==> config.mk <==
export PLATFORM = sky130hd
export DESIGN_NAME = ultrasonic_occupancy_counter_core_flat
export DESIGN_NICKNAME = d
export VERILOG_FILES = /design/src/rtl/ucc_pkg.sv /design/src/rtl/ucc_req_if.sv /design/src/rtl/ucc_rsp_if.sv /design/src/rtl/ultrasonic_occupancy_counter_core.sv /design/src/flat_wrapper.sv
export SDC_FILE = /design/constraint.sdc
export NUM_CORES = 1
export LEC_CHECK = 0
export BUFFER_PORTS_ARGS = -buffer_cell sky130_fd_sc_hd__buf_4
export CORE_MARGIN = 1.5
export CORE_UTILIZATION = 45
export DETAILED_ROUTE_END_ITERATION = 12
export GPL_TIMING_DRIVEN = 0
export PLACE_DENSITY_LB_ADDON = 0.08
export SLEW_MARGIN = 5
export SYNTH_ARGS = -nofsm -noshare
export SYNTH_HDL_FRONTEND = slang
export SYNTH_SLANG_ARGS = --single-unit
==> constraint.sdc <==
create_clock -name clk -period 8.8 [get_ports clk]
set_input_delay 1.76 -clock clk [delete_from_list [all_inputs] [get_ports clk]]
set_output_delay 1.76 -clock clk [all_outputs]
set_load 0.02 [all_outputs]
==> src/rtl/ucc_pkg.sv <==
// ----------------------------------------------------------------------------
// ucc_pkg
// shared types, widths, codes and reset values of the occupancy counter
// ----------------------------------------------------------------------------
package ucc_pkg;

    // default parameter values
    localparam int LOG_DEPTH_DEF   = 5;
    localparam int COUNT_WIDTH_DEF = 16;
    localparam int ECHO_WIDTH_DEF  = 16;

    // fixed field widths
    localparam int THRESH_W    = 16;
    localparam int INTERVAL_W  = 18;
    localparam int LOCKOUT_W   = 21;
    localparam int TPS_W       = 20;
    localparam int CFG_DATA_W  = 21;
    localparam int CFG_INDEX_W = 2;
    localparam int TIME_W      = 17;
    localparam int COUNT_OUT_W = 16;
    localparam int LOG_INDEX_W = 3;
    localparam int PHASE_CNT_W = 4;

    // configuration register indexes
    localparam logic [CFG_INDEX_W-1:0] CFG_NEAR_THRESHOLD   = 2'd0;
    localparam logic [CFG_INDEX_W-1:0] CFG_READ_INTERVAL    = 2'd1;
    localparam logic [CFG_INDEX_W-1:0] CFG_LOCKOUT_TICKS    = 2'd2;
    localparam logic [CFG_INDEX_W-1:0] CFG_TICKS_PER_SECOND = 2'd3;

    // configuration reset values
    localparam logic [THRESH_W-1:0]   NEAR_THRESHOLD_RST   = 16'd1000;
    localparam logic [INTERVAL_W-1:0] READ_INTERVAL_RST    = 18'd200000;
    localparam logic [LOCKOUT_W-1:0]  LOCKOUT_TICKS_RST    = 21'd2000000;
    localparam logic [TPS_W-1:0]      TICKS_PER_SECOND_RST = 20'd1000000;

    // transaction codes
    localparam logic FUNC_TICK = 1'b0;
    localparam logic FUNC_READ = 1'b1;
    localparam logic LOG_ENTRY = 1'b0;
    localparam logic LOG_EXIT  = 1'b1;

    // trigger timing in ticks
    localparam logic [PHASE_CNT_W-1:0] LOW_TICKS  = 4'd2;
    localparam logic [PHASE_CNT_W-1:0] HIGH_TICKS = 4'd10;

    // time of day limits
    localparam logic [6:0] SEC_MAX  = 7'd59;
    localparam logic [6:0] MIN_MAX  = 7'd59;
    localparam logic [5:0] HOUR_MAX = 6'd23;

    typedef enum logic [3:0] {
        PH_IDLE    = 4'd0,
        PH_A_LOW   = 4'd1,
        PH_A_HIGH  = 4'd2,
        PH_A_WAIT  = 4'd3,
        PH_A_COUNT = 4'd4,
        PH_B_LOW   = 4'd5,
        PH_B_HIGH  = 4'd6,
        PH_B_WAIT  = 4'd7,
        PH_B_COUNT = 4'd8
    } phase_t;

    typedef struct packed {
        logic                   trig_a;
        logic                   trig_b;
        logic [COUNT_OUT_W-1:0] occupancy;
        logic [COUNT_OUT_W-1:0] peak;
        logic [COUNT_OUT_W-1:0] total;
        logic [TIME_W-1:0]      clock_time;
        logic                   entered;
        logic                   exited;
        logic [TIME_W-1:0]      log_time;
    } rsp_t;

    // advance packed hh:mm:ss by one second, wrapping after 23:59:59
    function automatic logic [TIME_W-1:0] clock_advance(input logic [TIME_W-1:0] t);
        logic [5:0] h;
        logic [6:0] m;
        logic [6:0] s;
        h = {1'b0, t[16:12]};
        m = {1'b0, t[11:6]};
        s = {1'b0, t[5:0]};
        s = s + 7'd1;
        if (s > SEC_MAX)
        begin
            s = 7'd0;
            m = m + 7'd1;
        end
        if (m > MIN_MAX)
        begin
            m = 7'd0;
            h = h + 6'd1;
        end
        if (h > HOUR_MAX)
        begin
            h = 6'd0;
            m = 7'd0;
            s = 7'd0;
        end
        return {h[4:0], m[5:0], s[5:0]};
    endfunction

endpackage

==> src/rtl/ucc_req_if.sv <==
// ----------------------------------------------------------------------------
// ucc_req_if
// input channel: tick or log read transaction with valid/ready handshake
// ----------------------------------------------------------------------------
interface ucc_req_if;
    logic                               valid;
    logic                               ready;
    logic                               func;
    logic                               echo_a;
    logic                               echo_b;
    logic                               log_which;
    logic [ucc_pkg::LOG_INDEX_W-1:0]    log_index;

    modport source (output valid, output func, output echo_a, output echo_b,
                    output log_which, output log_index, input ready);
    modport sink   (input valid, input func, input echo_a, input echo_b,
                    input log_which, input log_index, output ready);
endinterface

==> src/rtl/ucc_rsp_if.sv <==
// ----------------------------------------------------------------------------
// ucc_rsp_if
// result channel: pin levels, counters, time and log data with valid/ready
// ----------------------------------------------------------------------------
interface ucc_rsp_if;
    logic                               valid;
    logic                               ready;
    logic                               trig_a;
    logic                               trig_b;
    logic [ucc_pkg::COUNT_OUT_W-1:0]    occupancy;
    logic [ucc_pkg::COUNT_OUT_W-1:0]    peak;
    logic [ucc_pkg::COUNT_OUT_W-1:0]    total;
    logic [ucc_pkg::TIME_W-1:0]         clock_time;
    logic                               entered;
    logic                               exited;
    logic [ucc_pkg::TIME_W-1:0]         log_time;

    modport source (output valid, output trig_a, output trig_b, output occupancy,
                    output peak, output total, output clock_time, output entered,
                    output exited, output log_time, input ready);
    modport sink   (input valid, input trig_a, input trig_b, input occupancy,
                    input peak, input total, input clock_time, input entered,
                    input exited, input log_time, output ready);
endinterface

==> src/rtl/ultrasonic_occupancy_counter_core.sv <==
// ----------------------------------------------------------------------------
// ultrasonic_occupancy_counter_core
// two-sensor people counter: trigger/echo sequencing, time of day, event logs
//
//   channel  direction  handshake        contents
//   req      in         valid/ready      func, echo_a, echo_b, log_which, log_index
//   rsp      out        valid/ready      trigs, counters, clock_time, events, log_time
//   cfg      in         cfg_we only      cfg_index, cfg_data
//
// one transaction per cycle while rsp keeps up: the state update and result are
// computed in the accept cycle and the result register presents them on the next cycle.
// req.ready is high while the result register is empty or being drained, so a
// stalled rsp holds one result and blocks further input until taken.
// reset clears the sequencer, timers, counters, clock and both logs at once.
// ----------------------------------------------------------------------------
module ultrasonic_occupancy_counter_core #(
    parameter int LOG_DEPTH   = ucc_pkg::LOG_DEPTH_DEF,
    parameter int COUNT_WIDTH = ucc_pkg::COUNT_WIDTH_DEF,
    parameter int ECHO_WIDTH  = ucc_pkg::ECHO_WIDTH_DEF
) (
    input  logic                              clk,
    input  logic                              rst_n,
    ucc_req_if.sink                           req,
    ucc_rsp_if.source                         rsp,
    input  logic                              cfg_we,
    input  logic [ucc_pkg::CFG_INDEX_W-1:0]   cfg_index,
    input  logic [ucc_pkg::CFG_DATA_W-1:0]    cfg_data
);

    localparam int FILL_W = $clog2(LOG_DEPTH + 1);
    localparam int IDX_W  = (LOG_DEPTH > 1) ? $clog2(LOG_DEPTH) : 1;
    localparam logic [COUNT_WIDTH-1:0] COUNT_MAX = {COUNT_WIDTH{1'b1}};
    localparam logic [ECHO_WIDTH-1:0]  ECHO_MAX  = {ECHO_WIDTH{1'b1}};

    // configuration
    logic [ucc_pkg::THRESH_W-1:0]    near_threshold_reg;
    logic [ucc_pkg::INTERVAL_W-1:0]  read_interval_reg;
    logic [ucc_pkg::LOCKOUT_W-1:0]   lockout_ticks_reg;
    logic [ucc_pkg::TPS_W-1:0]       ticks_per_second_reg;

    // state
    ucc_pkg::phase_t                 phase_reg, phase_next;
    logic [ucc_pkg::PHASE_CNT_W-1:0] phase_count_reg, phase_count_next;
    logic [ECHO_WIDTH-1:0]           width_a_reg, width_a_next;
    logic [ECHO_WIDTH-1:0]           width_b_reg, width_b_next;
    logic [ucc_pkg::TPS_W-1:0]       second_count_reg, second_count_next;
    logic [ucc_pkg::INTERVAL_W-1:0]  read_wait_reg, read_wait_next;
    logic [ucc_pkg::LOCKOUT_W-1:0]   clear_wait_reg, clear_wait_next;
    logic                            read_ready_reg, read_ready_next;
    logic                            sense_clear_reg, sense_clear_next;
    logic [COUNT_WIDTH-1:0]          occupancy_reg, occupancy_next;
    logic [COUNT_WIDTH-1:0]          peak_reg, peak_next;
    logic [COUNT_WIDTH-1:0]          total_reg, total_next;
    logic [ucc_pkg::TIME_W-1:0]      time_of_day_reg, time_of_day_next;
    logic [ucc_pkg::TIME_W-1:0]      entry_log_reg [LOG_DEPTH];
    logic [ucc_pkg::TIME_W-1:0]      entry_log_next [LOG_DEPTH];
    logic [ucc_pkg::TIME_W-1:0]      exit_log_reg [LOG_DEPTH];
    logic [ucc_pkg::TIME_W-1:0]      exit_log_next [LOG_DEPTH];
    logic [FILL_W-1:0]               entry_fill_reg, entry_fill_next;
    logic [FILL_W-1:0]               exit_fill_reg, exit_fill_next;

    // result register
    logic                            rsp_valid_reg;
    ucc_pkg::rsp_t                   rsp_reg, rsp_next;

    logic                            accept;
    logic                            entered;
    logic                            exited;
    logic [ucc_pkg::TIME_W-1:0]      log_time;
    logic [IDX_W-1:0]                rd_idx;

    assign req.ready = !rsp_valid_reg || rsp.ready;
    assign accept    = req.valid && req.ready;
    assign rd_idx    = IDX_W'(req.log_index);

    // configuration writes
    always_ff @(posedge clk or negedge rst_n)
    begin
        if (!rst_n)
        begin
            near_threshold_reg   <= ucc_pkg::NEAR_THRESHOLD_RST;
            read_interval_reg    <= ucc_pkg::READ_INTERVAL_RST;
            lockout_ticks_reg    <= ucc_pkg::LOCKOUT_TICKS_RST;
            ticks_per_second_reg <= ucc_pkg::TICKS_PER_SECOND_RST;
        end
        else if (cfg_we)
        begin
            case (cfg_index)
                ucc_pkg::CFG_NEAR_THRESHOLD:
                    near_threshold_reg <= cfg_data[ucc_pkg::THRESH_W-1:0];
                ucc_pkg::CFG_READ_INTERVAL:
                    read_interval_reg <= cfg_data[ucc_pkg::INTERVAL_W-1:0];
                ucc_pkg::CFG_LOCKOUT_TICKS:
                    lockout_ticks_reg <= cfg_data[ucc_pkg::LOCKOUT_W-1:0];
                ucc_pkg::CFG_TICKS_PER_SECOND:
                    ticks_per_second_reg <= cfg_data[ucc_pkg::TPS_W-1:0];
                default:
                    ;
            endcase
        end
    end

    // next state and result
    always_comb
    begin
        phase_next        = phase_reg;
        phase_count_next  = phase_count_reg;
        width_a_next      = width_a_reg;
        width_b_next      = width_b_reg;
        second_count_next = second_count_reg;
        read_wait_next    = read_wait_reg;
        clear_wait_next   = clear_wait_reg;
        read_ready_next   = read_ready_reg;
        sense_clear_next  = sense_clear_reg;
        occupancy_next    = occupancy_reg;
        peak_next         = peak_reg;
        total_next        = total_reg;
        time_of_day_next  = time_of_day_reg;
        entry_log_next    = entry_log_reg;
        exit_log_next     = exit_log_reg;
        entry_fill_next   = entry_fill_reg;
        exit_fill_next    = exit_fill_reg;
        entered           = 1'b0;
        exited            = 1'b0;
        log_time          = '0;

        if (accept)
        begin
            if (req.func == ucc_pkg::FUNC_TICK)
            begin
                // timers
                second_count_next = second_count_reg + 1'b1;
                if (second_count_next >= ticks_per_second_reg)
                begin
                    second_count_next = '0;
                    time_of_day_next  = ucc_pkg::clock_advance(time_of_day_reg);
                end
                read_wait_next = read_wait_reg + 1'b1;
                if (read_wait_next >= read_interval_reg)
                begin
                    read_wait_next  = '0;
                    read_ready_next = 1'b1;
                end
                clear_wait_next = clear_wait_reg + 1'b1;
                if (clear_wait_next >= lockout_ticks_reg)
                begin
                    clear_wait_next  = '0;
                    sense_clear_next = 1'b1;
                end

                // measurement sequencer
                case (phase_reg)
                    ucc_pkg::PH_A_LOW, ucc_pkg::PH_B_LOW:
                    begin
                        phase_count_next = phase_count_reg + 1'b1;
                        if (phase_count_next >= ucc_pkg::LOW_TICKS)
                        begin
                            phase_count_next = '0;
                            phase_next = (phase_reg == ucc_pkg::PH_A_LOW) ?
                                         ucc_pkg::PH_A_HIGH : ucc_pkg::PH_B_HIGH;
                        end
                    end
                    ucc_pkg::PH_A_HIGH, ucc_pkg::PH_B_HIGH:
                    begin
                        phase_count_next = phase_count_reg + 1'b1;
                        if (phase_count_next >= ucc_pkg::HIGH_TICKS)
                        begin
                            phase_count_next = '0;
                            phase_next = (phase_reg == ucc_pkg::PH_A_HIGH) ?
                                         ucc_pkg::PH_A_WAIT : ucc_pkg::PH_B_WAIT;
                        end
                    end
                    ucc_pkg::PH_A_WAIT:
                    begin
                        if (req.echo_a)
                        begin
                            width_a_next = ECHO_WIDTH'(1);
                            phase_next   = ucc_pkg::PH_A_COUNT;
                        end
                    end
                    ucc_pkg::PH_A_COUNT:
                    begin
                        if (req.echo_a)
                        begin
                            if (width_a_reg != ECHO_MAX)
                                width_a_next = width_a_reg + 1'b1;
                        end
                        else
                        begin
                            phase_next       = ucc_pkg::PH_B_LOW;
                            phase_count_next = '0;
                        end
                    end
                    ucc_pkg::PH_B_WAIT:
                    begin
                        if (req.echo_b)
                        begin
                            width_b_next = ECHO_WIDTH'(1);
                            phase_next   = ucc_pkg::PH_B_COUNT;
                        end
                    end
                    ucc_pkg::PH_B_COUNT:
                    begin
                        if (req.echo_b)
                        begin
                            if (width_b_reg != ECHO_MAX)
                                width_b_next = width_b_reg + 1'b1;
                        end
                        else
                        begin
                            phase_next       = ucc_pkg::PH_IDLE;
                            phase_count_next = '0;
                            read_wait_next   = '0;
                            read_ready_next  = 1'b0;
                            if (32'(width_a_reg) < 32'(near_threshold_reg))
                            begin
                                // entry
                                if (int'(entry_fill_reg) < LOG_DEPTH)
                                begin
                                    for (int k = 0; k < LOG_DEPTH; k++)
                                    begin
                                        if (int'(entry_fill_reg) == k)
                                            entry_log_next[k] = time_of_day_next;
                                    end
                                    entry_fill_next = entry_fill_reg + 1'b1;
                                end
                                else
                                begin
                                    for (int k = 0; k < LOG_DEPTH - 1; k++)
                                        entry_log_next[k] = entry_log_reg[k+1];
                                    entry_log_next[LOG_DEPTH-1] = time_of_day_next;
                                end
                                if (occupancy_reg != COUNT_MAX)
                                    occupancy_next = occupancy_reg + 1'b1;
                                if (total_reg != COUNT_MAX)
                                    total_next = total_reg + 1'b1;
                                if (occupancy_next > peak_reg)
                                    peak_next = occupancy_next;
                                clear_wait_next  = '0;
                                sense_clear_next = 1'b0;
                                entered          = 1'b1;
                            end
                            else if (32'(width_b_reg) < 32'(near_threshold_reg))
                            begin
                                // exit
                                if (int'(exit_fill_reg) < LOG_DEPTH)
                                begin
                                    for (int k = 0; k < LOG_DEPTH; k++)
                                    begin
                                        if (int'(exit_fill_reg) == k)
                                            exit_log_next[k] = time_of_day_next;
                                    end
                                    exit_fill_next = exit_fill_reg + 1'b1;
                                end
                                else
                                begin
                                    for (int k = 0; k < LOG_DEPTH - 1; k++)
                                        exit_log_next[k] = exit_log_reg[k+1];
                                    exit_log_next[LOG_DEPTH-1] = time_of_day_next;
                                end
                                if (occupancy_reg != '0)
                                    occupancy_next = occupancy_reg - 1'b1;
                                clear_wait_next  = '0;
                                sense_clear_next = 1'b0;
                                exited           = 1'b1;
                            end
                        end
                    end
                    default:
                    begin
                        phase_next       = ucc_pkg::PH_IDLE;
                        phase_count_next = '0;
                        if (read_ready_next && sense_clear_next)
                        begin
                            read_ready_next = 1'b0;
                            phase_next      = ucc_pkg::PH_A_LOW;
                        end
                    end
                endcase
            end
            else if (int'(req.log_index) < LOG_DEPTH)
            begin
                log_time = (req.log_which == ucc_pkg::LOG_EXIT) ?
                           exit_log_reg[rd_idx] : entry_log_reg[rd_idx];
            end
        end

        rsp_next.trig_a     = (phase_next == ucc_pkg::PH_A_HIGH);
        rsp_next.trig_b     = (phase_next == ucc_pkg::PH_B_HIGH);
        rsp_next.occupancy  = ucc_pkg::COUNT_OUT_W'(occupancy_next);
        rsp_next.peak       = ucc_pkg::COUNT_OUT_W'(peak_next);
        rsp_next.total      = ucc_pkg::COUNT_OUT_W'(total_next);
        rsp_next.clock_time = time_of_day_next;
        rsp_next.entered    = entered;
        rsp_next.exited     = exited;
        rsp_next.log_time   = log_time;
    end

    // state registers
    always_ff @(posedge clk or negedge rst_n)
    begin
        if (!rst_n)
        begin
            phase_reg        <= ucc_pkg::PH_IDLE;
            phase_count_reg  <= '0;
            width_a_reg      <= '0;
            width_b_reg      <= '0;
            second_count_reg <= '0;
            read_wait_reg    <= '0;
            clear_wait_reg   <= '0;
            read_ready_reg   <= 1'b1;
            sense_clear_reg  <= 1'b1;
            occupancy_reg    <= '0;
            peak_reg         <= '0;
            total_reg        <= '0;
            time_of_day_reg  <= '0;
            entry_fill_reg   <= '0;
            exit_fill_reg    <= '0;
            for (int k = 0; k < LOG_DEPTH; k++)
            begin
                entry_log_reg[k] <= '0;
                exit_log_reg[k]  <= '0;
            end
        end
        else if (accept)
        begin
            phase_reg        <= phase_next;
            phase_count_reg  <= phase_count_next;
            width_a_reg      <= width_a_next;
            width_b_reg      <= width_b_next;
            second_count_reg <= second_count_next;
            read_wait_reg    <= read_wait_next;
            clear_wait_reg   <= clear_wait_next;
            read_ready_reg   <= read_ready_next;
            sense_clear_reg  <= sense_clear_next;
            occupancy_reg    <= occupancy_next;
            peak_reg         <= peak_next;
            total_reg        <= total_next;
            time_of_day_reg  <= time_of_day_next;
            entry_fill_reg   <= entry_fill_next;
            exit_fill_reg    <= exit_fill_next;
            entry_log_reg    <= entry_log_next;
            exit_log_reg     <= exit_log_next;
        end
    end

    // result register
    always_ff @(posedge clk or negedge rst_n)
    begin
        if (!rst_n)
        begin
            rsp_valid_reg <= 1'b0;
        end
        else if (accept)
        begin
            rsp_valid_reg <= 1'b1;
        end
        else if (rsp.ready)
        begin
            rsp_valid_reg <= 1'b0;
        end
    end

    always_ff @(posedge clk)
    begin
        if (accept)
        begin
            rsp_reg <= rsp_next;
        end
    end

    assign rsp.valid      = rsp_valid_reg;
    assign rsp.trig_a     = rsp_reg.trig_a;
    assign rsp.trig_b     = rsp_reg.trig_b;
    assign rsp.occupancy  = rsp_reg.occupancy;
    assign rsp.peak       = rsp_reg.peak;
    assign rsp.total      = rsp_reg.total;
    assign rsp.clock_time = rsp_reg.clock_time;
    assign rsp.entered    = rsp_reg.entered;
    assign rsp.exited     = rsp_reg.exited;
    assign rsp.log_time   = rsp_reg.log_time;

endmodule

==> src/flat_wrapper.sv <==
// flat-port wrapper written by rule: the top's interface ports become plain ports
module ultrasonic_occupancy_counter_core_flat 
#(
    parameter int LOG_DEPTH   = ucc_pkg::LOG_DEPTH_DEF,
    parameter int COUNT_WIDTH = ucc_pkg::COUNT_WIDTH_DEF,
    parameter int ECHO_WIDTH  = ucc_pkg::ECHO_WIDTH_DEF
)
  (clk, rst_n, cfg_we, cfg_index, cfg_data, req_valid, req_func, req_echo_a, req_echo_b, req_log_which, req_log_index, req_ready, rsp_valid, rsp_trig_a, rsp_trig_b, rsp_occupancy, rsp_peak, rsp_total, rsp_clock_time, rsp_entered, rsp_exited, rsp_log_time, rsp_ready);
  ucc_req_if req_i ();
  ucc_rsp_if rsp_i ();
  input  logic clk;
  input  logic rst_n;
  input  logic cfg_we;
  input  logic [ucc_pkg::CFG_INDEX_W-1:0] cfg_index;
  input  logic [ucc_pkg::CFG_DATA_W-1:0] cfg_data;
  input wire logic [$bits(req_i.valid)-1:0] req_valid;
  input wire logic [$bits(req_i.func)-1:0] req_func;
  input wire logic [$bits(req_i.echo_a)-1:0] req_echo_a;
  input wire logic [$bits(req_i.echo_b)-1:0] req_echo_b;
  input wire logic [$bits(req_i.log_which)-1:0] req_log_which;
  input wire logic [$bits(req_i.log_index)-1:0] req_log_index;
  output wire logic [$bits(req_i.ready)-1:0] req_ready;
  output wire logic [$bits(rsp_i.valid)-1:0] rsp_valid;
  output wire logic [$bits(rsp_i.trig_a)-1:0] rsp_trig_a;
  output wire logic [$bits(rsp_i.trig_b)-1:0] rsp_trig_b;
  output wire logic [$bits(rsp_i.occupancy)-1:0] rsp_occupancy;
  output wire logic [$bits(rsp_i.peak)-1:0] rsp_peak;
  output wire logic [$bits(rsp_i.total)-1:0] rsp_total;
  output wire logic [$bits(rsp_i.clock_time)-1:0] rsp_clock_time;
  output wire logic [$bits(rsp_i.entered)-1:0] rsp_entered;
  output wire logic [$bits(rsp_i.exited)-1:0] rsp_exited;
  output wire logic [$bits(rsp_i.log_time)-1:0] rsp_log_time;
  input wire logic [$bits(rsp_i.ready)-1:0] rsp_ready;
  assign req_i.valid = req_valid;
  assign req_i.func = req_func;
  assign req_i.echo_a = req_echo_a;
  assign req_i.echo_b = req_echo_b;
  assign req_i.log_which = req_log_which;
  assign req_i.log_index = req_log_index;
  assign req_ready = req_i.ready;
  assign rsp_valid = rsp_i.valid;
  assign rsp_trig_a = rsp_i.trig_a;
  assign rsp_trig_b = rsp_i.trig_b;
  assign rsp_occupancy = rsp_i.occupancy;
  assign rsp_peak = rsp_i.peak;
  assign rsp_total = rsp_i.total;
  assign rsp_clock_time = rsp_i.clock_time;
  assign rsp_entered = rsp_i.entered;
  assign rsp_exited = rsp_i.exited;
  assign rsp_log_time = rsp_i.log_time;
  assign rsp_i.ready = rsp_ready;
  ultrasonic_occupancy_counter_core #(.LOG_DEPTH(LOG_DEPTH), .COUNT_WIDTH(COUNT_WIDTH), .ECHO_WIDTH(ECHO_WIDTH)) u_core (.clk(clk), .rst_n(rst_n), .req(req_i), .rsp(rsp_i), .cfg_we(cfg_we), .cfg_index(cfg_index), .cfg_data(cfg_data));
endmodule
# --- Word level (Yosys, flattened, before mapping) ---
# Cells that the tools add are included.
totals:
  ff_bits: 504
  inputBits: 35
classes:
  n_bitwise: 6
  n_eq_ne: 43
  addsub: 14
  magnitude_cmp: 15
  reduce_logical: 38
  mux: 107
op_table:
  columns: ["operator", "n"]
  rows:
  - ["16-bit two-way mux", 28]
  - ["17-bit two-way mux", 17]
  - ["85-bit two-way mux", 2]
  - ["21-bit two-way mux", 5]
  - ["17-bit binary-select mux with 3-bit select", 2]
  - ["16-bit by 1-bit adder with 16-bit output, second input constant", 4]
  - ["16-bit != test, second input constant", 4]
  - ["16-bit case mux with 2 select lines", 2]
  - ["18-bit two-way mux", 3]
  - ["4-bit two-way mux", 12]
  - ["6-bit two-way mux", 8]
  - ["6-bit AND reduction", 8]
  - ["7-bit AND reduction", 6]
  - ["16-bit < comparator", 2]
  - ["2-bit != test, second input constant", 16]
  - ["7-bit two-way mux", 4]
  - ["4-bit case mux with 6 select lines", 1]
  - ["21-bit by 1-bit adder with 21-bit output, second input constant", 1]
  - ["21-bit greater-or-equal comparator", 1]
  - ["20-bit by 1-bit adder with 20-bit output, second input constant", 1]
  - ["4-bit by 3-bit == test with 1-bit output, second input constant", 5]
  - ["20-bit greater-or-equal comparator", 1]
  - ["20-bit two-way mux", 1]
  - ["4-bit case mux with 5 select lines", 1]
  - ["40 further kinds", 88]

# --- Logic depth before layout (Yosys ltp) ---
# Gate-level depths: netlist (run 1).
depth:
  depth_word: 16
  mapped_depth: 19
  depth_no_buf: 16

# --- Worst setup path before layout (run 1) ---
# Ideal clock, no wire load.
synth_timing:
  path_kind: "in2reg"
  from: "input rsp_ready"
  to: "register u_core.phase_count_reg[0] (netlist bit)"
  t_arrival_ns: 5.227
  path_stages: 8
  setup_ns: 0.065
  path_slack_ns: 3.508
  required_time_ns: 8.735
  path_cell_list: "nand2b_1 > nand2_1 > inv_1 > nand2_1 > a221oi_1 > o21ai_0 > nor3_1 > a21o_1"
synth_between:
  elab_chain_cells: 3
synth_rtl:
  columns: ["element", "line", "text"]
  rows:
  - ["start, declared", "flat_wrapper.sv:33", "input wire logic [$bits(rsp_i.ready)-1:0] rsp_ready;"]
  - ["1-bit logical OR", "ultrasonic_occupancy_counter_core.sv:72", "assign req.ready = !rsp_valid_reg || rsp.ready;"]
  - ["1-bit logical AND", "ultrasonic_occupancy_counter_core.sv:73", "assign accept = req.valid && req.ready;"]
  - ["via u_core.accept", "ultrasonic_occupancy_counter_core.sv:66", "logic accept;"]
  - ["5-bit AND reduction (no line)", null, null]
  - ["end signal, assigned", "ultrasonic_occupancy_counter_core.sv:328", "phase_count_reg <= phase_count_next;"]
  - ["end, declared", "ultrasonic_occupancy_counter_core.sv:43", "logic [ucc_pkg::PHASE_CNT_W-1:0] phase_count_reg, phase_count_next;"]
# The timed path passes the listed nets, and every way through them passes these cells.
# A chain may end at the register's enable or synchronous reset.

# --- Final worst setup path (run 1) ---
layout_timing:
  from: "register u_core.second_count_reg[2] (netlist bit)"
  to: "register u_core.exit_log_reg[36] (netlist bit)"
layout_between:
  elab_chain_cells: 5
layout_rtl:
  columns: ["element", "line", "text"]
  rows:
  - ["start, declared", "ultrasonic_occupancy_counter_core.sv:46", "logic [ucc_pkg::TPS_W-1:0] second_count_reg, second_count_next;"]
  - ["start signal, assigned", "ultrasonic_occupancy_counter_core.sv:331", "second_count_reg <= second_count_next;"]
  - ["20-bit by 1-bit adder with 20-bit output", "ultrasonic_occupancy_counter_core.sv:132", "second_count_next = second_count_reg + 1'b1;"]
  - ["20-bit greater-or-equal comparator", "ultrasonic_occupancy_counter_core.sv:133", "if (second_count_next >= ticks_per_second_reg)"]
  - ["17-bit two-way mux", "ultrasonic_occupancy_counter_core.sv:133", null]
  - ["17-bit two-way mux", "ultrasonic_occupancy_counter_core.sv:250", "if (int'(exit_fill_reg) == k)"]
  - ["85-bit two-way mux", "ultrasonic_occupancy_counter_core.sv:246", "if (int'(exit_fill_reg) < LOG_DEPTH)"]
  - ["end signal, assigned", "ultrasonic_occupancy_counter_core.sv:343", "exit_log_reg <= exit_log_next;"]
  - ["end, declared", "ultrasonic_occupancy_counter_core.sv:57", "logic [ucc_pkg::TIME_W-1:0] exit_log_reg [LOG_DEPTH];"]
# Every way passes these cells. The select of a mux whose other input is x is not followed.

==> PnR_summary.wiki, run 1 <==
{| class="wikitable"
! Metric !! Value
|-
| Req. time, crit path || about 9000 ps
|-
| Vertical die dimension || 253 um
|-
| Via count of the first global-routing pass || 22700
|-
| Kind of cell adding the most delay to the critical path || compound AO/OA/AOI/OAI gates
|-
| PwrDens || 190 mW/mm^2
|-
| Site Rows || 91
|-
| Hold Buf Count CTS || 0
|-
| Status || complete, no violations
|-
| Post-synthesis instance area || 0.0280 mm^2
|-
| Crit path arrival time || 6210 ps
|-
| Initial core utilization || 45.5%
|-
| Number of buffers and inverters on the critical path || 1
|-
| Ys Warns || 0
|-
| Compound-Gate Fraction of Synth Area || 17.6%
|-
| Buffers from clock root to sink, at most || 3
|-
| Number of iterations in the first detailed-routing pass || 6
|-
| Combinational family with the most area after synthesis || compound AO/OA/AOI/OAI gates
|-
| Via/cell ratio || 5.70
|-
| Worst-Skew Late Latency || between 600 and 700 ps
|-
| Floorplan die area || 0.0638 mm^2
|-
| Number of nets in the finished design || 3302
|-
| CTS H-Tree Depth || 2
|-
| Skew final || 27.8 ps
|-
| Number of buffers inserted during clock tree synthesis || 59
|-
| Critical path class || register to register
|-
| Port bufs || 118
|-
| Number of DRC violations after detailed-routing iteration 0 || between 1500 and 2000
|-
| Number of buffers inserted by post-CTS setup repair || 0
|-
| Clock net sink count || 504
|-
| Core area || approximately 0.06 mm^2
|-
| Final Cycle Share || between 60% and 70%
|-
| Post-Route WL || 82.5 mm
|-
| Ranking of synthesized cells by area || sky130_fd_sc_hd__dfrtp_1 35%, sky130_fd_sc_hd__edfxtp_1 9.2%, sky130_fd_sc_hd__ha_1 5.6%
|-
| Number of primary I/O pins || 123
|-
| Antenna-violating nets left || 0
|-
| HPWL after detailed placement || 62.1 mm
|-
| TritonCTS clock tree || yes
|-
| Final Instance Area || approximately 0.032 mm^2
|-
| R2R Setup Slk || 3010 ps
|-
| Final Power || a little over 6000 uW
|-
| Met1 Routed Length || 36.4 mm
|-
| Share of the core filled with cells || 52.1%
|-
| Average instance area after synthesis || 9.48 um^2
|-
| Crit Path Max Fanout || 10
|-
| Clock period minus worst slack || between 5000 and 6000 ps
|-
| First-pass GRT wire length || 130 mm
|-
| CP cell instances || and2_1, nand4_1, nor2_1, and3_1, nand4_1, xnor2_1, ha_1, a21o_1, a21o_1, a21oi_1, nand3_1, a21oi_1, nor2_1, clkbuf_1, a311oi_1, o31ai_1
|-
| Maximum resistive drop on vdd || 0.166 mV
|-
| Relative slew slack || 11.2%
|-
| Cell taking the most area after synthesis || sky130_fd_sc_hd__dfrtp_1
|-
| Post-synthesis mux area share || 7.20%
|-
| Antenna cell count || 0
|-
| Share of final-layout standard cells stronger than drive strength 1 || 13.5%
|-
| Register area share after synthesis || 46.6%
|-
| Share of async-settable or async-resettable flops after synthesis || 82.9%
|-
| Antenna violations before repair || 0
|-
| Synthesized-area fraction occupied by adder cells || 5.62%
|-
| Post-synthesis instance total || 2957
|-
| Area share of the largest cell type after synthesis || 34.8%
|-
| Routed length per placed instance || 20.5 um
|-
| Max-capacitance violation count || 0
|-
| Achievable clock frequency || approximately 0.17 GHz
|-
| Uppermost layer routed || met4
|-
| GRT Util Overall || 26.0%
|-
| Last weighted congestion value of the routability-driven placer || 0.910
|-
| Die width || 253 um
|-
| Number of flops mapped to enable cells by yosys || 86
|-
| Element type at the critical path end || register
|-
| Synth Area in Simple Gates || around 16%
|-
| Clock input transition at the sequential cells of the worst setup and hold paths || 60 ps
|-
| # DRC || 0
|-
| Number of gates resized after CTS || 0
|-
| Detailed-routed wire length on met2 || 39.3 mm
|-
| Wire length on met3 || 3.74 mm
|-
| Clock root cell || sky130_fd_sc_hd__clkbuf_16
|-
| Biggest cell delay along the critical path || 1190 ps
|-
| Layout-stage area growth over the synthesis result || 14.6%
|-
| Post-placement cell area || 0.0301 mm^2
|-
| Synthesized net count || 3118
|-
| Setup repair after global routing missed its margin || no
|-
| Total gr overflow || 0
|-
| Via count || 23000
|-
| Leakage || 0.0144 uW
|-
| Final count of pins violating max slew || 0
|-
| Maximum number of pins on one net before global-route repair || 115
|-
| Accumulated negative setup slack || 0 ps
|-
| Filler cells || 5778
|-
| Pin slew with the least headroom to its limit || 1320 ps
|-
| Area share of xor/xnor cells in the synthesized design || 3.12%
|-
| Startpoint Class || register
|-
| Number of setup violations in the final report || 0
|-
| Count of unique library cells instantiated by Yosys || 84
|-
| Hold Path Class || register to register
|-
| Primary flip-flop cell chosen by synthesis mapping || sky130_fd_sc_hd__dfrtp_1
|-
| Seq cells post-synth || 504
|-
| Final hold vios || 0
|-
| Crit-path slowest cell || sky130_fd_sc_hd__a311oi_1
|}
synth_stat cells (17+ instances only):
cell type / count
sky130_fd_sc_hd__a211oi_1: 38
sky130_fd_sc_hd__a21o_1: 55
sky130_fd_sc_hd__a21oi_1: 143
sky130_fd_sc_hd__a31oi_1: 31
sky130_fd_sc_hd__and3_1: 41
sky130_fd_sc_hd__clkbuf_1: 154
sky130_fd_sc_hd__dfrtp_1: 390
sky130_fd_sc_hd__dfstp_2: 28
sky130_fd_sc_hd__edfxtp_1: 86
sky130_fd_sc_hd__ha_1: 126
sky130_fd_sc_hd__inv_1: 123
sky130_fd_sc_hd__mux2_2: 124
sky130_fd_sc_hd__mux2i_1: 24
sky130_fd_sc_hd__mux4_2: 17
sky130_fd_sc_hd__nand2_1: 381
sky130_fd_sc_hd__nand2b_1: 26
sky130_fd_sc_hd__nand3_1: 77
sky130_fd_sc_hd__nand4_1: 41
sky130_fd_sc_hd__nor2_1: 275
sky130_fd_sc_hd__nor2b_1: 19
sky130_fd_sc_hd__nor3_1: 45
sky130_fd_sc_hd__o21ai_0: 291
sky130_fd_sc_hd__o22a_1: 19
sky130_fd_sc_hd__o22ai_1: 25
sky130_fd_sc_hd__o31ai_1: 56
sky130_fd_sc_hd__xnor2_1: 56
sky130_fd_sc_hd__xor2_1: 44
layout by cell type, fill, tap and decap left out, drive strengths merged, types with 44 or more instances in the layout:
master  netlist  final
nand2       381    381
edfxtp       86     86
xnor2        56     56
clkbuf      154    250
mux2        124    124
inv         124    126
dfrtp       390    390
a21o         56     56
nor3         45     45
xor2         44     44
a21oi       144    144
o31ai        59     59
nand3        77     77
buf          22    145
ha          126    126
o21ai       296    296
nor2        275    275
worst paths after layout:
path	startpoint	depth (start not counted)	to
max	u_core.second_count_reg[2]$_DFFE_PN0P_	16	u_core.exit_log_reg[36]$_DFFE_PN0P_
min	u_core.entry_log_reg[83]$_DFFE_PN0P_	1	u_core.entry_log_reg[83]$_DFFE_PN0P_
max reg2reg	u_core.second_count_reg[2]$_DFFE_PN0P_	16	u_core.exit_log_reg[36]$_DFFE_PN0P_
min reg2reg	u_core.entry_log_reg[83]$_DFFE_PN0P_	1	u_core.entry_log_reg[83]$_DFFE_PN0P_
max in group asynchronous	rst_n	3	u_core.entry_log_reg[25]$_DFFE_PN0P_
min in group asynchronous	rst_n	1	u_core.total_reg[3]$_DFFE_PN0P_
logic make-up after synthesis:
kind of cell,count (synthesis)
flops,504
fa+ha+maj,126
mux,165
simple gates,984
xor+xnor,100
buf+inv,300
compound gates,778
layout make-up:
type	instances	area, um^2	area share, %
plain buffers	176	691	2.15
multi-input cells	2153	13800	43.0
repair buffers	123	1030	3.21
well taps	837	1050	3.26
flip-flops and latches	504	13100	40.7
clock inverters	16	201	0.627
inverters	124	468	1.46
clock buffers	96	1800	5.60
power by group:
part | internal, uW | switching (uW) | leakage (uW)
Clock | 1510 | 995 | 0.000981
Combinational | 357 | 596 | 0.00707
Sequential | 2550 | 114 | 0.00637
routing by layer:
layer  track usage, %  vias to the layer above
met3             3.18                      156
met5                0                        -
met4             10.1                        0
li1                 -                    10900
met2             42.9                      598
met1             34.9                    11300
per-stage QoR:
stage / hold slack, ps / std cells / setup WS (ps)
floorplan: 442 / 2957 / 3510
global placement: 453 / 3912 / 1370
detailed placement: 465 / 3917 / 3220
CTS: 478 / 4029 / 3200
global route: 503 / 4029 / 2690
finish: 480 / 4029 / 3010
No activity file was read; power rests on OpenSTA's default activity.
==> inputs of run 2 (changes only) <==
==> constraint.sdc (replaced) <==
create_clock -name clk -period 5.45 [get_ports clk]
set_input_delay 1.09 -clock clk [delete_from_list [all_inputs] [get_ports clk]]
set_output_delay 1.09 -clock clk [all_outputs]
set_load 0.02 [all_outputs]
==> run 2 against run 1 <==
Against the previous run:
- clock power grew 62%
- flip-flop and latch count is the same
- total power grew 62%
- highest routed layer unchanged
- hold slack lost 44 ps
- via count shrank 0.15%
==> PnR_summary.wiki, run 2 (same netlist as run 1, synthesis figures left out) <==
{| class="wikitable"
! Metric !! Value
|-
| GRT Util Overall || 26.0%
|-
| Skew final || roughly 26 ps
|-
| Status || complete, no violations
|-
| Crit path arrival time || 5500 ps
|-
| Buffers from clock root to sink, at most || 3
|-
| Maximum resistive drop on vdd || between 0.2 and 0.3 mV
|-
| Initial core utilization || 45.5%
|-
| R2R Setup Slk || roughly 420 ps
|-
| Core area || 0.0616 mm^2
|-
| Layout-stage area growth over the synthesis result || 14.9%
|-
| Met1 Routed Length || 36.2 mm
|-
| Post-Route WL || 82.5 mm
|-
| Routed length per placed instance || 20.5 um
|-
| Number of iterations in the first detailed-routing pass || 6
|-
| Pin slew with the least headroom to its limit || between 1000 and 1500 ps
|-
| Worst setup path endpoint || u_core.entry_log_reg[62]$_DFFE_PN0P_
|-
| Vertical die dimension || between 200 and 300 um
|-
| Clock net sink count || 504
|-
| Clock input transition at the sequential cells of the worst setup and hold paths || 60 ps
|-
| Launch point of the worst reg-to-reg path || u_core.second_count_reg[2]$_DFFE_PN0P_
|-
| Setup repair after global routing missed its margin || no
|-
| Antenna-violating nets left || 0
|-
| Via/cell ratio || roughly 5.7
|-
| Via count of the first global-routing pass || 22700
|-
| Last weighted congestion value of the routability-driven placer || 0.910
|-
| Cell Count, Final, Fillers Out || 4033
|-
| CTS H-Tree Depth || 2
|-
| Capturing point of the worst reg2reg path || u_core.entry_log_reg[62]$_DFFE_PN0P_
|-
| Floorplan die area || 0.0638 mm^2
|-
| # DRC || 0
|-
| Detailed-routed wire length on met2 || 39.3 mm
|-
| Relative slew slack || 15.7%
|-
| Final Power || 9880 uW
|-
| Site Rows || 91
|-
| Number of buffers inserted during clock tree synthesis || 59
|-
| HPWL after detailed placement || roughly 62 mm
|-
| Number of nets in the finished design || between 3000 and 4000
|-
| Filler cells || 5770
|-
| Uppermost layer routed || met4
|-
| PwrDens || 307 mW/mm^2
|-
| Accumulated negative setup slack || 0 ps
|-
| Via count || 22900
|-
| First-pass GRT wire length || roughly 130 mm
|-
| Number of primary I/O pins || roughly 120
|-
| Hold Path Class || input pin to asynchronous set/reset pin
|-
| Antenna cell count || 0
|-
| Number of cells on the worst reg-to-reg path || 17
|-
| Worst-Skew Late Latency || 640 ps
|-
| Startpoint Class || register
|-
| Achievable clock frequency || 0.199 GHz
|-
| Final Cycle Share || between 90% and 100%
|-
| Maximum number of pins on one net before global-route repair || 115
|-
| Element type at the critical path end || register
|-
| Clock root cell || sky130_fd_sc_hd__clkbuf_16
|-
| Final count of pins violating max slew || 0
|-
| Port bufs || around 120
|-
| Req. time, crit path || roughly 5900 ps
|-
| Number of setup violations in the final report || 0
|-
| Total gr overflow || 0
|-
| Share of final-layout standard cells stronger than drive strength 1 || about 14%
|-
| Critical Path Source || u_core.second_count_reg[2]$_DFFE_PN0P_
|-
| Leakage || about 0.014 uW
|-
| Antenna violations before repair || 0
|-
| TritonCTS clock tree || yes
|-
| Final hold vios || 0
|-
| Crit Path Max Fanout || 10
|-
| Sequential cell area || 0.0131 mm^2
|-
| Wire length on met3 || 3.89 mm
|-
| Critical path class || register to register
|-
| Top library cells by usage in the layout, fill and taps aside || 390 x sky130_fd_sc_hd__dfrtp_1, 381 x sky130_fd_sc_hd__nand2_1, 290 x sky130_fd_sc_hd__o21ai_0, 275 x sky130_fd_sc_hd__nor2_1, 174 x sky130_fd_sc_hd__clkbuf_1
|-
| Most common library cell in the layout ignoring fill and taps || sky130_fd_sc_hd__dfrtp_1
|-
| Post-placement cell count || around 3900
|-
| Number of DRC violations after detailed-routing iteration 0 || between 1500 and 2000
|-
| Die width || 253 um
|-
| Area taken by multi-input logic gates || about 0.014 mm^2
|-
| Max-capacitance violation count || 0
|-
| Clock period minus worst slack || 5030 ps
|}
[run 2: final cells by class]
type | instances | share of cell area (%)
clock buffer | 96 | 5.58
buffer | 176 | 2.15
multi-input combinational | 2153 | 43.1
inverter | 124 | 1.45
tap | 837 | 3.25
clock inverter | 16 | 0.625
timing repair buffer | 127 | 3.29
sequential | 504 | 40.6
[run 2: where the power goes]
part,switching (uW),internal [uW],total (uW)
registers,185,4110,4300
clock network,1610,2430,4040
logic,960,576,1540
[run 2: through the flow]
step	instance area, um^2	setup WS, ps	hold slack, ps	utilization [%]
final	32200	419	436	52.3
after global routing	32200	66.9	463	52.3
after CTS	32100	-155	424	52.2
after detailed placement	30100	-129	465	48.9
after global placement	30000	-1310	453	48.7
after floorplan	28000	828	442	-
[run 2: worst min path at each step]
stage / from / to / slack, ps
2_1_floorplan: u_core.entry_log_reg[83]$_DFFE_PN0P_ / u_core.entry_log_reg[83]$_DFFE_PN0P_ / 440
3_3_place_gp: u_core.entry_log_reg[83]$_DFFE_PN0P_ / u_core.entry_log_reg[83]$_DFFE_PN0P_ / 450
3_5_place_dp: u_core.entry_log_reg[83]$_DFFE_PN0P_ / u_core.entry_log_reg[83]$_DFFE_PN0P_ / 470
4_1_cts: rst_n / u_core.total_reg[4]$_DFFE_PN0P_ / 420
5_1_grt: rst_n / u_core.total_reg[4]$_DFFE_PN0P_ / 460
6_report: rst_n / u_core.total_reg[3]$_DFFE_PN0P_ / 440
[run 2: repair_timing]
action                                  4_1_cts  5_1_grt
pin swaps                                     0        1
endpoints found under the setup margin       18       77
setup buffers                                 0        4
endpoints found under the hold margin         0        0
resized for setup                             1       13
hold buffers                                  0        0
[run 2: per-layer routing]
| metal | vias to the layer above | track usage (%) |
|---|---|---|
| met5 | - | 0 |
| met4 | 0 | 10.1 |
| met3 | 160 | 3.18 |
| met2 | 601 | 42.9 |
| met1 | 11200 | 34.9 |
| li1 | 10900 | - |
[run 2: worst max-delay path: stages (launching register included)]
cell	delay [ps]
sky130_fd_sc_hd__dfrtp_1	410
sky130_fd_sc_hd__and2_1	200
sky130_fd_sc_hd__nand4_1	260
sky130_fd_sc_hd__nor2_1	340
sky130_fd_sc_hd__and3_1	260
sky130_fd_sc_hd__nand4_1	140
sky130_fd_sc_hd__xnor2_1	250
sky130_fd_sc_hd__ha_1	300
sky130_fd_sc_hd__a21o_1	190
sky130_fd_sc_hd__a21o_1	160
sky130_fd_sc_hd__a21oi_1	190
sky130_fd_sc_hd__nand3_1	180
sky130_fd_sc_hd__a21o_1	270
sky130_fd_sc_hd__nand2_1	190
sky130_fd_sc_hd__clkbuf_1	460
sky130_fd_sc_hd__nor3_1	180
sky130_fd_sc_hd__nor3_1	660
sky130_fd_sc_hd__o21ai_0	220
==> inputs of run 3 (changes only) <==
--- a/config.mk
+++ b/config.mk
@@ -5,9 +5,10 @@
 export SDC_FILE = /design/constraint.sdc
 export NUM_CORES = 1
 export LEC_CHECK = 0
+export ABC_AREA = 1
 export BUFFER_PORTS_ARGS = -buffer_cell sky130_fd_sc_hd__buf_4
 export CORE_MARGIN = 1.5
-export CORE_UTILIZATION = 45
+export CORE_UTILIZATION = 63
 export DETAILED_ROUTE_END_ITERATION = 12
 export GPL_TIMING_DRIVEN = 0
 export PLACE_DENSITY_LB_ADDON = 0.08
==> run 3 against run 2 <==
Against the previous run:
- die area is 28% lower
- first-iteration DRC count is 43% higher
- global-route usage is 8.7 points higher
- non-clock buffer count is 45 lower
- cell count is 7.3% higher
- clock skew is 0.78 ps higher
- hold slack worse by 13 ps
==> PnR_summary.wiki, run 3 <==
{| class="wikitable"
! Metric !! Value
|-
| Post-place setup slack || 361 ps
|-
| Post-Route WL || 79.9 mm
|-
| Post-placement cell area || roughly 0.030 mm^2
|-
| Crit-path slowest cell || sky130_fd_sc_hd__a2111oi_0
|-
| Pin slew with the least headroom to its limit || 1260 ps
|-
| Cell Count, Final, Fillers Out || ~4300
|-
| GRT Util Overall || between 30% and 40%
|-
| Element type at the critical path end || register
|-
| Total gr overflow || 0
|-
| Kind of cell adding the most delay to the critical path || simple AND/OR/NAND/NOR gates
|-
| Via count of the first global-routing pass || approximately 24000
|-
| Clock input transition at the sequential cells of the worst setup and hold paths || 60 ps
|-
| First-pass GRT wire length || between 100 and 150 mm
|-
| Register area share after synthesis || 46.6%
|-
| Top cells by count, synth || 701 x sky130_fd_sc_hd__nand2_1, 625 x sky130_fd_sc_hd__inv_1, 407 x sky130_fd_sc_hd__a21oi_1
|-
| Primary flip-flop cell chosen by synthesis mapping || sky130_fd_sc_hd__dfrtp_1
|-
| Number of flops mapped to enable cells by yosys || 86
|-
| Post-synthesis instance area || approximately 0.028 mm^2
|-
| Relative slew slack || between 10% and 20%
|-
| Startpoint Class || register
|-
| Leakage || 0.0161 uW
|-
| PwrDens || 373 mW/mm^2
|-
| Status || complete, no violations
|-
| Critical path class || register to register
|-
| Dominant cell by count in the synthesized netlist || sky130_fd_sc_hd__nand2_1
|-
| Via/cell ratio || 5.80
|-
| Worst setup margin || between 400 and 500 ps
|-
| Clock period minus worst slack || 5040 ps
|-
| Final Instance Area || about 0.032 mm^2
|-
| Number of nets in the finished design || 3854
|-
| Top library cells by usage in the layout, fill and taps aside || 701 x sky130_fd_sc_hd__nand2_1, 625 x sky130_fd_sc_hd__inv_1, 407 x sky130_fd_sc_hd__a21oi_1, 390 x sky130_fd_sc_hd__dfrtp_1, 328 x sky130_fd_sc_hd__o21ai_0
|-
| Final count of pins violating max slew || 0
|-
| Number of iterations in the first detailed-routing pass || 6
|-
| Achievable clock frequency || ~0.20 GHz
|-
| Crit path arrival time || 5550 ps
|-
| Final hold vios || 0
|-
| Maximum number of pins on one net before global-route repair || between 100 and 150
|-
| Most common library cell in the layout ignoring fill and taps || sky130_fd_sc_hd__nand2_1
|-
| Skew final || 26.9 ps
|-
| Accumulated negative setup slack || 0 ps
|-
| Post-placement cell count || 4231
|-
| Biggest cell delay along the critical path || 520 ps
|-
| Last weighted congestion value of the routability-driven placer || 0.950
|-
| Buffers from clock root to sink, at most || 3
|-
| Antenna violations before repair || 0
|-
| CTS H-Tree Depth || 2
|-
| Number of buffers inserted by post-CTS setup repair || 0
|-
| Number of primary I/O pins || 123
|-
| Sequential cell area || 0.0131 mm^2
|-
| Number of setup violations in the final report || 0
|-
| Initial core utilization || a little under two thirds
|-
| Post-synthesis instance total || roughly 3500
|-
| Synthesized net count || 3674
|-
| Vertical die dimension || 214 um
|-
| Hold Buf Count CTS || 0
|-
| Final Cycle Share || 92.5%
|-
| Share of async-settable or async-resettable flops after synthesis || 82.9%
|-
| Number of buffers and inverters on the critical path || 4
|-
| Share of the core filled with cells || 71.6%
|-
| Layout-stage area growth over the synthesis result || 12.7%
|-
| Area taken by multi-input logic gates || 0.0121 mm^2
|-
| Port bufs || around 120
|-
| Number of DRC violations after detailed-routing iteration 0 || 2541
|-
| Routed length per placed instance || 18.5 um
|-
| TritonCTS clock tree || yes
|-
| Ranking of synthesized cells by area || sky130_fd_sc_hd__dfrtp_1 35%, sky130_fd_sc_hd__nand2_1 9.4%, sky130_fd_sc_hd__edfxtp_1 9.2%
|-
| Site Rows || 77
|-
| Count of unique library cells instantiated by Yosys || 61
|-
| Max-capacitance violation count || 0
|-
| CP cell instances || ha_1, inv_1, nor4_2, nand4_1, nor2_4, inv_1, nand2_1, nor3_1, nand3_1, xor2_1, inv_1, ha_1, a21oi_1, o21a_1, nor2_1, a2111oi_0, a22oi_1, nand2_1, clkinv_1, o21ai_0, nand2_1, o21ai_0
|-
| Die width || 214 um
|-
| Filler cells || 3560
|-
| Floorplan die area || 0.0458 mm^2
|-
| Via count || 25100
|-
| # DRC || 0
|-
| Core area || 0.0441 mm^2
|-
| Share of final-layout standard cells stronger than drive strength 1 || roughly 8.2%
|-
| Crit Path Max Fanout || 10
|-
| Setup repair after global routing missed its margin || no
|-
| HPWL after detailed placement || 59.6 mm
|-
| Cell taking the most area after synthesis || sky130_fd_sc_hd__dfrtp_1
|-
| Clock root cell || sky130_fd_sc_hd__clkbuf_16
|-
| Number of gates resized after CTS || 0
|-
| Req. time, crit path || just under 6000 ps
|-
| Antenna-violating nets left || 0
|-
| Clock net sink count || 504
|-
| Worst-Skew Late Latency || 610 ps
|-
| Number of buffers inserted during clock tree synthesis || between 50 and 60
|-
| Ys Warns || 0
|-
| Seq cells post-synth || between 500 and 600
|-
| Hold Path Class || input pin to asynchronous set/reset pin
|-
| Antenna cell count || 0
|-
| Area share of the largest cell type after synthesis || between 30% and 40%
|-
| Average instance area after synthesis || between 7 and 8 um^2
|-
| Maximum resistive drop on vdd || around 0.30 mV
|}
run 3: layer usage:
metal / vias up / GRT usage, % / wire, um
met5: - / 0 / 0
met4: 0 / 17.4 / 4020
met3: 234 / 4.43 / 5370
met2: 1092 / 57.2 / 37900
met1: 11900 / 45.5 / 32600
li1: 11900 / - / -
run 3: kinds of logic (layout without fill, tap and decap cells):
family,after synthesis,in the layout,synth area share [%]
AOI/OAI and AO/OA,921,921,18.2
buffers and inverters,769,990,10.4
adders and majority gates,126,126,5.62
DFF,504,504,46.6
xor gates and xnor gates,79,79,2.47
and+or+nand+nor,1113,1113,16.7
muxes,1,1,0.0357
run 3: cell type report:
| cell class | instances | area share [%] |
|---|---|---|
| Clock buffer | 73 | 4.69 |
| Sequential cell | 504 | 41.4 |
| Inverter | 636 | 7.55 |
| Multi-Input combinational cell | 2240 | 38.2 |
| Clock inverter | 23 | 0.859 |
| Buffer | 132 | 1.64 |
| Tap cell | 592 | 2.34 |
| Timing Repair Buffer | 126 | 3.33 |
run 3: worst paths after layout:
check | startpoint | to | slack (ps) | cells past startpoint
max in group asynchronous | rst_n | u_core.ticks_per_second_reg[19]$_DFFE_PN1P_ | 3650 | 3
worst max-delay path | u_core.occupancy_reg[0]$_DFFE_PN0P_ | u_core.peak_reg[15]$_DFFE_PN0P_ | 410 | 22
worst min-delay path | rst_n | u_core.total_reg[4]$_DFFE_PN0P_ | 420 | 1
min in group clk | u_core.lockout_ticks_reg[12]$_DFFE_PN0P_ | u_core.lockout_ticks_reg[12]$_DFFE_PN0P_ | 490 | 2
worst min register to register | u_core.lockout_ticks_reg[12]$_DFFE_PN0P_ | u_core.lockout_ticks_reg[12]$_DFFE_PN0P_ | 490 | 2
worst max register to register | u_core.occupancy_reg[0]$_DFFE_PN0P_ | u_core.peak_reg[15]$_DFFE_PN0P_ | 410 | 22
run 3: metrics by stage:
step                      total power, uW  hold WS (ps)
after floorplan                      6970           453
after global placement               7890           468
after detailed placement             8060           473
after CTS                           11700           448
after global routing                12400           464
final                               11800           424
run 3: where the power goes:
part	switching (uW)	internal [uW]
logic	2170	1090
clock network	1520	2180
registers	399	4410
total	4090	7690
